--- src/design/rqr_pkg.sv ---
// Package for the thread ready queue: sizes, operation codes and the
// structs passed between the top level and the cell row. No dependencies.
`timescale 1ns / 1ps

package rqr_pkg;

    localparam int QUEUE_DEPTH = 16;
    localparam int ID_BITS     = 16;
    localparam int OUT_ID_BITS = 16;
    localparam int COUNT_BITS  = $clog2(QUEUE_DEPTH + 1);

    typedef logic [ID_BITS-1:0]    id_t;
    typedef logic [COUNT_BITS-1:0] count_t;

    typedef enum logic [1:0] {
        KIND_ENQUEUE = 2'd0,
        KIND_DEQUEUE = 2'd1,
        KIND_REMOVE  = 2'd2
    } kind_t;

    // operation broadcast to every cell, gated by the accepted request
    typedef struct packed {
        logic enq;
        logic deq;
        logic rem;
        id_t  key;
    } cell_ctrl_t;

    // what a cell tells the top level and its right-hand neighbour
    typedef struct packed {
        logic valid;
        logic hit;    // a match at this cell or nearer the head
        logic first;  // this cell holds the match nearest the head
    } cell_stat_t;

endpackage

--- src/design/rqr_cell.sv ---
// One slot of the ready queue: holds an identifier and its valid bit.
// Depends on rqr_pkg for the control and status structs.
`timescale 1ns / 1ps

module rqr_cell
(
    input  logic                clk,
    input  logic                rst_n,
    input  rqr_pkg::cell_ctrl_t ctrl,
    input  logic                prev_valid,
    input  logic                hit_in,
    input  logic                next_valid,
    input  rqr_pkg::id_t        next_id,
    output rqr_pkg::cell_stat_t stat,
    output rqr_pkg::id_t        id
);

    logic         valid_reg;
    logic         valid_next;
    rqr_pkg::id_t id_reg;
    rqr_pkg::id_t id_next;
    logic         match;
    logic         load;
    logic         shift;

    assign match = valid_reg && (id_reg == ctrl.key);
    // first empty slot behind a full one takes the appended identifier
    assign load  = ctrl.enq && !valid_reg && prev_valid;
    // pull from the right on dequeue, or at and behind the removed entry
    assign shift = ctrl.deq || (ctrl.rem && (match || hit_in));

    always_comb
    begin
        valid_next = valid_reg;
        id_next    = id_reg;
        if (load)
        begin
            valid_next = 1'b1;
            id_next    = ctrl.key;
        end
        else if (shift)
        begin
            valid_next = next_valid;
            id_next    = next_id;
        end
    end

    always_ff @(posedge clk or negedge rst_n)
    begin
        if (!rst_n)
        begin
            valid_reg <= 1'b0;
        end
        else
        begin
            valid_reg <= valid_next;
        end
    end

    always_ff @(posedge clk)
    begin
        id_reg <= id_next;
    end

    assign stat.valid = valid_reg;
    assign stat.hit   = hit_in || match;
    assign stat.first = match && !hit_in;
    assign id         = id_reg;

endmodule

--- src/design/ready_queue_with_removal.sv ---
// Top level of the thread ready queue: a row of rqr_cell slots, head at
// cell 0, with the entry count and the registered result.
// Depends on rqr_pkg and rqr_cell.
//
//  channel  | handshake          | fields
//  ---------+--------------------+--------------------------------------
//  request  | start, busy        | kind, thread_id
//  result   | done (strobe)      | found, out_id, rejected, occupancy
//
// Each request is applied to every cell at once and its
// result is strobed on done in the following cycle. The removal search is a
// head-to-tail chain of per-cell compare flags, so the row shifts in the
// same cycle. busy stays low: a request may come every cycle. Reset clears
// the valid bits and the count; stored identifiers need no reset. Results
// cannot be stalled and are shown for exactly one cycle.
`timescale 1ns / 1ps

module ready_queue_with_removal
(
    input  logic        clk,
    input  logic        rst_n,
    input  logic        start,
    input  logic [1:0]  kind,
    input  logic [15:0] thread_id,
    output logic        busy,
    output logic        done,
    output logic        found,
    output logic [15:0] out_id,
    output logic        rejected,
    output logic [4:0]  occupancy
);

    localparam int N = rqr_pkg::QUEUE_DEPTH;

    logic                accept;
    rqr_pkg::cell_ctrl_t ctrl;
    rqr_pkg::cell_stat_t stat [N];
    rqr_pkg::id_t        cell_id [N];
    logic [N-1:0]        valid_vec;
    logic [N:0]          hit_chain;
    rqr_pkg::id_t        rem_id;
    logic                full;
    logic                empty;

    rqr_pkg::count_t count_reg;
    rqr_pkg::count_t count_next;
    logic            done_reg;
    logic            found_reg;
    logic            found_next;
    rqr_pkg::id_t    out_id_reg;
    rqr_pkg::id_t    out_id_next;
    logic            rejected_reg;
    logic            rejected_next;

    assign busy   = 1'b0;
    assign accept = start && !busy;
    assign full   = (count_reg == rqr_pkg::count_t'(N));
    assign empty  = (count_reg == '0);

    always_comb
    begin
        ctrl.enq = 1'b0;
        ctrl.deq = 1'b0;
        ctrl.rem = 1'b0;
        ctrl.key = thread_id[rqr_pkg::ID_BITS-1:0];
        if (accept)
        begin
            unique case (rqr_pkg::kind_t'(kind))
                rqr_pkg::KIND_ENQUEUE: ctrl.enq = 1'b1;
                rqr_pkg::KIND_DEQUEUE: ctrl.deq = 1'b1;
                rqr_pkg::KIND_REMOVE:  ctrl.rem = 1'b1;
                default:               ;
            endcase
        end
    end

    assign hit_chain[0] = 1'b0;

    genvar g;
    generate
        for (g = 0; g < N; g++)
        begin : g_cell
            logic         prev_valid;
            logic         next_valid;
            rqr_pkg::id_t next_id;

            if (g == 0)
            begin : g_head
                assign prev_valid = 1'b1;
            end
            else
            begin : g_body
                assign prev_valid = stat[g-1].valid;
            end

            if (g == N - 1)
            begin : g_tail
                assign next_valid = 1'b0;
                assign next_id    = '0;
            end
            else
            begin : g_inner
                assign next_valid = stat[g+1].valid;
                assign next_id    = cell_id[g+1];
            end

            rqr_cell u_cell
            (
                .clk        (clk),
                .rst_n      (rst_n),
                .ctrl       (ctrl),
                .prev_valid (prev_valid),
                .hit_in     (hit_chain[g]),
                .next_valid (next_valid),
                .next_id    (next_id),
                .stat       (stat[g]),
                .id         (cell_id[g])
            );

            assign hit_chain[g+1] = stat[g].hit;
            assign valid_vec[g]   = stat[g].valid;
        end
    endgenerate

    // at most one cell flags first, so an OR picks its identifier
    always_comb
    begin
        rem_id = '0;
        for (int i = 0; i < N; i++)
        begin
            if (stat[i].first)
            begin
                rem_id = rem_id | cell_id[i];
            end
        end
    end

    always_comb
    begin
        count_next    = count_reg;
        found_next    = 1'b0;
        out_id_next   = '0;
        rejected_next = 1'b0;
        if (ctrl.enq)
        begin
            if (full)
            begin
                rejected_next = 1'b1;
            end
            else
            begin
                count_next = count_reg + rqr_pkg::count_t'(1);
            end
        end
        else if (ctrl.deq)
        begin
            if (!empty)
            begin
                found_next  = 1'b1;
                out_id_next = cell_id[0];
                count_next  = count_reg - rqr_pkg::count_t'(1);
            end
        end
        else if (ctrl.rem)
        begin
            if (hit_chain[N])
            begin
                found_next  = 1'b1;
                out_id_next = rem_id;
                count_next  = count_reg - rqr_pkg::count_t'(1);
            end
        end
    end

    always_ff @(posedge clk or negedge rst_n)
    begin
        if (!rst_n)
        begin
            count_reg <= '0;
            done_reg  <= 1'b0;
        end
        else
        begin
            count_reg <= count_next;
            done_reg  <= accept;
        end
    end

    always_ff @(posedge clk)
    begin
        found_reg    <= found_next;
        out_id_reg   <= out_id_next;
        rejected_reg <= rejected_next;
    end

    assign done      = done_reg;
    assign found     = found_reg;
    assign out_id    = rqr_pkg::OUT_ID_BITS'(out_id_reg);
    assign rejected  = rejected_reg;
    assign occupancy = 5'(count_reg);

    // count never runs past the depth
    a_count_bound: assert property (@(posedge clk) disable iff (!rst_n)
        count_reg <= rqr_pkg::count_t'(N))
        else $error("entry count beyond queue depth");

    // valid bits in the row agree with the count
    a_count_valid: assert property (@(posedge clk) disable iff (!rst_n)
        $countones(valid_vec) == int'(count_reg))
        else $error("valid bits disagree with entry count");

    // a result is strobed in the cycle after each request
    a_done_follows: assert property (@(posedge clk) disable iff (!rst_n)
        accept |=> done)
        else $error("request without result strobe");

    // a refused enqueue never reports an entry taken out and leaves the count at the depth
    a_reject_excl: assert property (@(posedge clk) disable iff (!rst_n)
        (done && rejected) |-> (!found && occupancy == 5'(N)))
        else $error("rejected result inconsistent");

endmodule

--- config.mk ---
export PLATFORM = sky130hd
export DESIGN_NAME = ready_queue_with_removal
export DESIGN_NICKNAME = d
export VERILOG_FILES = /design/src/design/rqr_pkg.sv /design/src/design/rqr_cell.sv /design/src/design/ready_queue_with_removal.sv
export SDC_FILE = /design/constraint.sdc
export NUM_CORES = 1
export LEC_CHECK = 0
export BUFFER_PORTS_ARGS = -buffer_cell sky130_fd_sc_hd__buf_2
export CAP_MARGIN = 40
export CORE_MARGIN = 1
export CORE_UTILIZATION = 40
export DETAILED_ROUTE_END_ITERATION = 8
export GPL_ROUTABILITY_DRIVEN = 0
export PLACE_DENSITY_LB_ADDON = 0.1
export SLEW_MARGIN = 20
export SYNTH_ARGS = -nofsm -noshare
export SYNTH_HDL_FRONTEND = slang
export SYNTH_SLANG_ARGS = --single-unit
--- constraint.sdc ---
create_clock -name clk -period 4 [get_ports clk]
set_input_delay 0 -clock clk [delete_from_list [all_inputs] [get_ports clk]]
set_output_delay 0 -clock clk [all_outputs]
set_load 0.02 [all_outputs]
# Word level (Yosys, flattened, before mapping)
# Index checks and enable logic that the tools add are counted.
word_totals:
  out_inout_bits: 25
  wordCells: 335
  input_bits: 21
  regBits: 296
op_classes:
  n_mux: 99
  n_reduce_logical: 161
  bitwise: 15
  addsub: 2
  n_eq_ne: 21
op_table:
  columns: ["op", "count"]
  rows:
  - ["two-way mux 16 bit", 52]
  - ["== test 16 bit", 16]
  - ["OR 16 bit", 15]
  - ["logical AND 1 bit", 78]
  - ["two-way mux 1 bit", 40]
  - ["nonzero test 2 bit", 16]
  - ["logical NOT 1 bit", 31]
  - ["logical OR 1 bit", 31]
  - ["two-way mux 5 bit", 6]
  - ["nonzero test 3 bit", 2]
  - ["adder 5 x 1 -> 5 bit (second input constant)", 1]
  - ["== test 5 bit (second input constant)", 1]
  - ["logical NOT 5 bit", 1]
  - ["subtractor 5 x 1 -> 5 bit (second input constant)", 1]
  - ["AND reduction 4 bit", 1]
  - ["two-way mux 3 bit", 1]
  - ["inequality test 3 x 2 -> 1 bit (second input constant)", 1]
  - ["== test 2 x 1 -> 1 bit (second input constant)", 1]
  - ["== test 2 bit (second input constant)", 1]
  - ["logical NOT 2 bit", 1]
  - ["inequality test 2 bit (second input constant)", 1]

# Logic depth before layout (Yosys ltp)
logic_depth:
  ltp_word: 36
  ltp_mapped: 14

# By module
# A second synthesis with hierarchy kept.
hier_totals:
  cells_unflattened: 1975
  area_unflattened_um2: 18037.3
by_module_without_submodules:
  columns: ["module", "cells_each", "n_inst", "area_each_um2", "seq_area_each_um2"]
  rows:
  - ["rqr_cell", 107, 16, 977.2, 505.5]
  - ["ready_queue_with_removal", 263, 1, 2402.3, 510.5]

# Worst setup path before layout
# OpenSTA, ideal clock, no wires.
synth_path:
  path_kind: "register to register"
  from: "reg g_cell[3].u_cell.id_reg[13]"
  to: "reg g_cell[7].u_cell.valid_reg"
  synth_period_minus_slack_ns: 3.238
  path_stages_with_launch: 11
  setup_time_ns: 0.128
  n_path_buf: 1
  arrival_time_ns: 3.109
  setup_slack_ns: 0.762
  cell_sequence: "edfxtp_1 > xor2_1 > nor4_1 > nand2_1 > nor4_2 > nor2_1 > buf_2 > nand2_1 > nor2_1 > o211ai_1 > mux2_1"
synth_between:
  elab_chain_cells: 10
synth_lines:
  columns: ["item", "line", "text"]
  rows:
  - ["start: declaration", "rqr_cell.sv:20", "rqr_pkg::id_t id_reg;"]
  - ["start signal: assignment", "rqr_cell.sv:62", "id_reg <= id_next;"]
  - ["== test 16 bit", "rqr_cell.sv:26", "assign match = valid_reg && (id_reg == ctrl.key);"]
  - ["logical AND 1 bit", "rqr_cell.sv:26", null]
  - ["logical OR 1 bit (4 in a row)", "rqr_cell.sv:66", "assign stat.hit = hit_in || match;"]
  - ["logical OR 1 bit", "rqr_cell.sv:30", "assign shift = ctrl.deq || (ctrl.rem && (match || hit_in));"]
  - ["logical AND 1 bit", "rqr_cell.sv:30", null]
  - ["logical OR 1 bit", "rqr_cell.sv:30", null]
  - ["nonzero test 2 bit (no source line)", null, null]
  - ["end signal: assignment", "rqr_cell.sv:56", "valid_reg <= valid_next;"]
  - ["end: declaration", "rqr_cell.sv:18", "logic valid_reg;"]
# Every way passes these cells.
# A chain may end at the register's enable or synchronous reset.

# Worst setup path in the final report
layout_path:
  from: "reg g_cell[0].u_cell.id_reg[0]"
  to: "reg out_id_reg[3], in the netlist out_id[3]"
layout_between:
  elab_chain_cells: 36
layout_lines:
  columns: ["item", "line", "text"]
  rows:
  - ["start: declaration", "rqr_cell.sv:20", null]
  - ["start signal: assignment", "rqr_cell.sv:62", null]
  - ["== test 16 bit *", "rqr_cell.sv:26", null]
  - ["logical AND 1 bit *", "rqr_cell.sv:26", null]
  - ["two-way mux 16 bit or logical NOT 1 bit (tied branches)", "ready_queue_with_removal.sv:131, rqr_cell.sv:67", null]
  - ["OR 16 bit or logical AND 1 bit (tied branches)", "ready_queue_with_removal.sv:133, rqr_cell.sv:67", null]
  - ["two-way mux 16 bit", "ready_queue_with_removal.sv:131", "if (stat[i].first)"]
  - ["OR 16 bit", "ready_queue_with_removal.sv:133", "rem_id = rem_id | cell_id[i];"]
  - ["two-way mux 16 bit", "ready_queue_with_removal.sv:131", null]
  - ["OR 16 bit", "ready_queue_with_removal.sv:133", null]
  - ["[20 not listed]", null, null]
  - ["two-way mux 16 bit", "ready_queue_with_removal.sv:131", null]
  - ["OR 16 bit", "ready_queue_with_removal.sv:133", null]
  - ["two-way mux 16 bit", "ready_queue_with_removal.sv:131", null]
  - ["OR 16 bit", "ready_queue_with_removal.sv:133", null]
  - ["two-way mux 16 bit", "ready_queue_with_removal.sv:131", null]
  - ["two-way mux 16 bit *", "ready_queue_with_removal.sv:166", "if (hit_chain[N])"]
  - ["two-way mux 16 bit *", "ready_queue_with_removal.sv:164", "else if (ctrl.rem)"]
  - ["two-way mux 16 bit *", "ready_queue_with_removal.sv:155", "else if (ctrl.deq)"]
  - ["end signal: assignment", "ready_queue_with_removal.sv:192", "out_id_reg <= out_id_next;"]
  - ["end: declaration", "ready_queue_with_removal.sv:50", "rqr_pkg::id_t out_id_reg;"]
# Every way passes the cells marked *; elsewhere a longest branch is shown, timed or not.

==> results.json <==
{
  "status": "completed",
  "num_rows": 78,
  "cts_buffer_depth": 3,
  "synth-async-reset-ratio_pct": 7.432,
  "worstPathCellList": "xor2_1, nor4_1, nand2_1, nor4bb_1, or3_1, or4_1, buf_4, a21oi_1, nor4_1, a21oi_1",
  "hold_viol_final": 0,
  "crit_type": "reg2reg",
  "antenna_found_initial": 0,
  "largest_reg_flops": 256,
  "grt_max_degree": 34,
  "hold_path_class": "in2reg",
  "setup_viol": 0,
  "port_buffers": 44,
  "avgViaCountPerCell": 5.985,
  "root_buffer": "clkbuf_16",
  "synth_edf_count": 256,
  "layout.nets": 1639,
  "drtIter0Drc": 1382,
  "max_stage_delay_ps": 660,
  "max-slew-margin-rel_pct": 38.65,
  "grtUsageTotal_pct": 28.61,
  "diodes": 0,
  "drv_slew": 0,
  "synth_cell_types": 80,
  "die_x_um": 216.1,
  "worstPathRequired_ps": 4420,
  "skew_ps": 20.27,
  "cts.hold.buffers_added": 5,
  "netlist_area_um2": 18340,
  "crit_fanout": 13,
  "grt_pass1_vias": 13150,
  "insertion_delay_ps": 560,
  "period_needed_ps": 3665,
  "gr-total-overflow": 0,
  "htreeDepth": 2,
  "avgSynthCellArea_um2": 11.89,
  "peakVddDrop_v": 0.0002743,
  "worstMarginPinSlew_ps": 915.2,
  "post_cts_buffers": 0,
  "final_cell_mix": "edfxtp_1 (256), mux2_2 (229), xnor2_1 (142)",
  "vias": 13410,
  "placed_cells": 2168,
  "cts_buffers": 36,
  "fin_tns_setup_ps": 0,
  "detail_route.drc_violations": 0,
  "rsz0062_at_grt": "false",
  "drt-wirelength-per-cell_um": 29.98,
  "cts_resized": 0,
  "p_leak_nw": 7.357,
  "final_common_cell": "edfxtp_1",
  "ant_nets": 0,
  "fillers": 4214,
  "coreArea_um2": 45280,
  "start_util_pct": 40.50,
  "synth_warnings": 0,
  "synth_cells": 1543,
  "grt_pass1_wl_mm": 95.81,
  "first_pass_iters": 5,
  "fmax_ghz": 0.2728,
  "syn_to_final_growth_pct": 12.97,
  "clock_sinks": 296,
  "die_h_um": 216.1,
  "synth_seq_cells": 296,
  "worst_setup_path_start_kind": "flip-flop",
  "clk_pin_slew_worst_paths_ps": 60,
  "end_kind": "flip-flop",
  "drv_cap": 0,
  "p_per_area_nw_per_um2": 406.5,
  "fin_cells": 2240,
  "boundaryPins": 46,
  "arrival_ps": 4090,
  "synth-seq-area-share_pct": 46.88,
  "drive_gt1_share_pct": 28.78,
  "critPathSlowestCell": "nor4bb_1",
  "hpwl_mm": 49.44,
  "finalCritPeriodShare_pct": 91.63,
  "synth_flop_cell": "edfxtp_1",
  "whs_ps": 43.98,
  "cts_tree": "done",
  "syn-num-nets": 1568,
  "die-area_um2": 46710,
  "wl_mm": 67.15
}
[power by group]
group / internal [W] / switching (W) / total, W
Clock: 0.00203 / 0.00138 / 0.00341
Combinational: 0.000493 / 0.000669 / 0.00116
Sequential: 0.00359 / 0.000260 / 0.00385
[per-layer routing]
metal	wire, µm	part of all wire (%)	GRT usage, %
met5	0	0	0
met4	2949	4.4	12.89
met3	3787	5.6	2.975
met2	31990	48	46.73
met1	28430	42	38.30
[through the flow]
| stage | setup slack, ps | utilization (%) | power [W] | instance area [µm²] |
|---|---|---|---|---|
| final | 334.9 | 45.76 | 0.008423 | 20720 |
| after global routing | 102.2 | 45.76 | 0.008670 | 20720 |
| after CTS | 291.1 | 45.70 | 0.008467 | 20690 |
| after detailed placement | 297.5 | 42.93 | 0.005059 | 19440 |
| after global placement | 141.0 | 42.67 | 0.005042 | 19320 |
| after floorplan | 762.1 | - | 0.004597 | 18340 |
[cells in the mapped netlist (7+ instances only)]
| cell | count | area (µm²) |
|---|---|---|
| a22oi_1 | 21 | 157.7 |
| nand4_1 | 26 | 162.7 |
| a221oi_2 | 7 | 105.1 |
| xor2_1 | 120 | 1051 |
| mux2_2 | 229 | 2579 |
| a221oi_1 | 14 | 122.6 |
| nor4_1 | 39 | 244.0 |
| nor3_1 | 18 | 90.09 |
| buf_4 | 17 | 127.6 |
| inv_1 | 45 | 168.9 |
| a32o_1 | 12 | 120.1 |
| nand2b_1 | 14 | 87.58 |
| a22o_1 | 9 | 78.83 |
| or3_1 | 10 | 62.56 |
| o21ai_0 | 26 | 130.1 |
| o22ai_1 | 17 | 106.4 |
| buf_2 | 28 | 140.1 |
| edfxtp_1 | 256 | 7687 |
| a211oi_1 | 8 | 60.06 |
| nand3_1 | 31 | 155.2 |
| dfxtp_1 | 18 | 360.4 |
| o211ai_1 | 21 | 157.7 |
| clkbuf_1 | 50 | 187.7 |
| mux2i_1 | 10 | 100.1 |
| nand2_1 | 56 | 210.2 |
| and3_1 | 11 | 68.82 |
| nor2_1 | 34 | 127.6 |
| a2111o_1 | 8 | 90.09 |
| and2_1 | 23 | 143.9 |
| o2bb2ai_1 | 9 | 78.83 |
| nand3b_1 | 17 | 127.6 |
| nor3b_1 | 10 | 75.07 |
| dfrtp_1 | 22 | 550.5 |
| a21oi_1 | 53 | 265.3 |
| buf_6 | 22 | 247.7 |
| xnor2_1 | 142 | 1244 |
[worst max-delay path: cells and delay by family, from the launching register on]
| family | cells | cell delay (ps) |
|---|---|---|
| xor+xnor | 1 | 190 |
| simple gates | 6 | 2440 |
| buf+inv | 1 | 220 |
| flops | 1 | 480 |
| compound gates | 2 | 190 |
[cells by family after synthesis]
family	count (synthesis)	synth area share, %
other	1	0.02045
muxes	244	14.91
DFF	296	46.88
adders and majority gates	4	0.3138
and+or+nand+nor	330	10.78
xor gates and xnor gates	262	12.51
buffers and inverters	171	5.150
AOI/OAI and AO/OA	235	9.435
[layout make-up]
class	instances	area [µm²]	area share, %
multi-input combinational	1076	8828	42.61
sequential	296	8598	41.50
timing repair buffer	159	1171	5.652
clock buffer	49	1045	5.042
tap	600	750.7	3.623
inverter	45	168.9	0.8152
clock inverter	15	157.7	0.7609
[path summary, 6_finish.rpt]
path,endpoint,slack [ps],cells past startpoint,startpoint
worst max register to register,out_id[3],330,10,g_cell[0].u_cell.id[0]
max in group asynchronous,g_cell[3].u_cell.valid_reg,2610,5,rst_n
worst min register to register,g_cell[4].u_cell.valid_reg,520,1,g_cell[4].u_cell.valid_reg
worst min-delay path,g_cell[0].u_cell.id[15],40,3,thread_id[15]
min in group asynchronous,g_cell[12].u_cell.valid_reg,490,4,rst_n
worst max-delay path,out_id[3],330,10,g_cell[0].u_cell.id[0]
(Power assumes the default switching activity.)
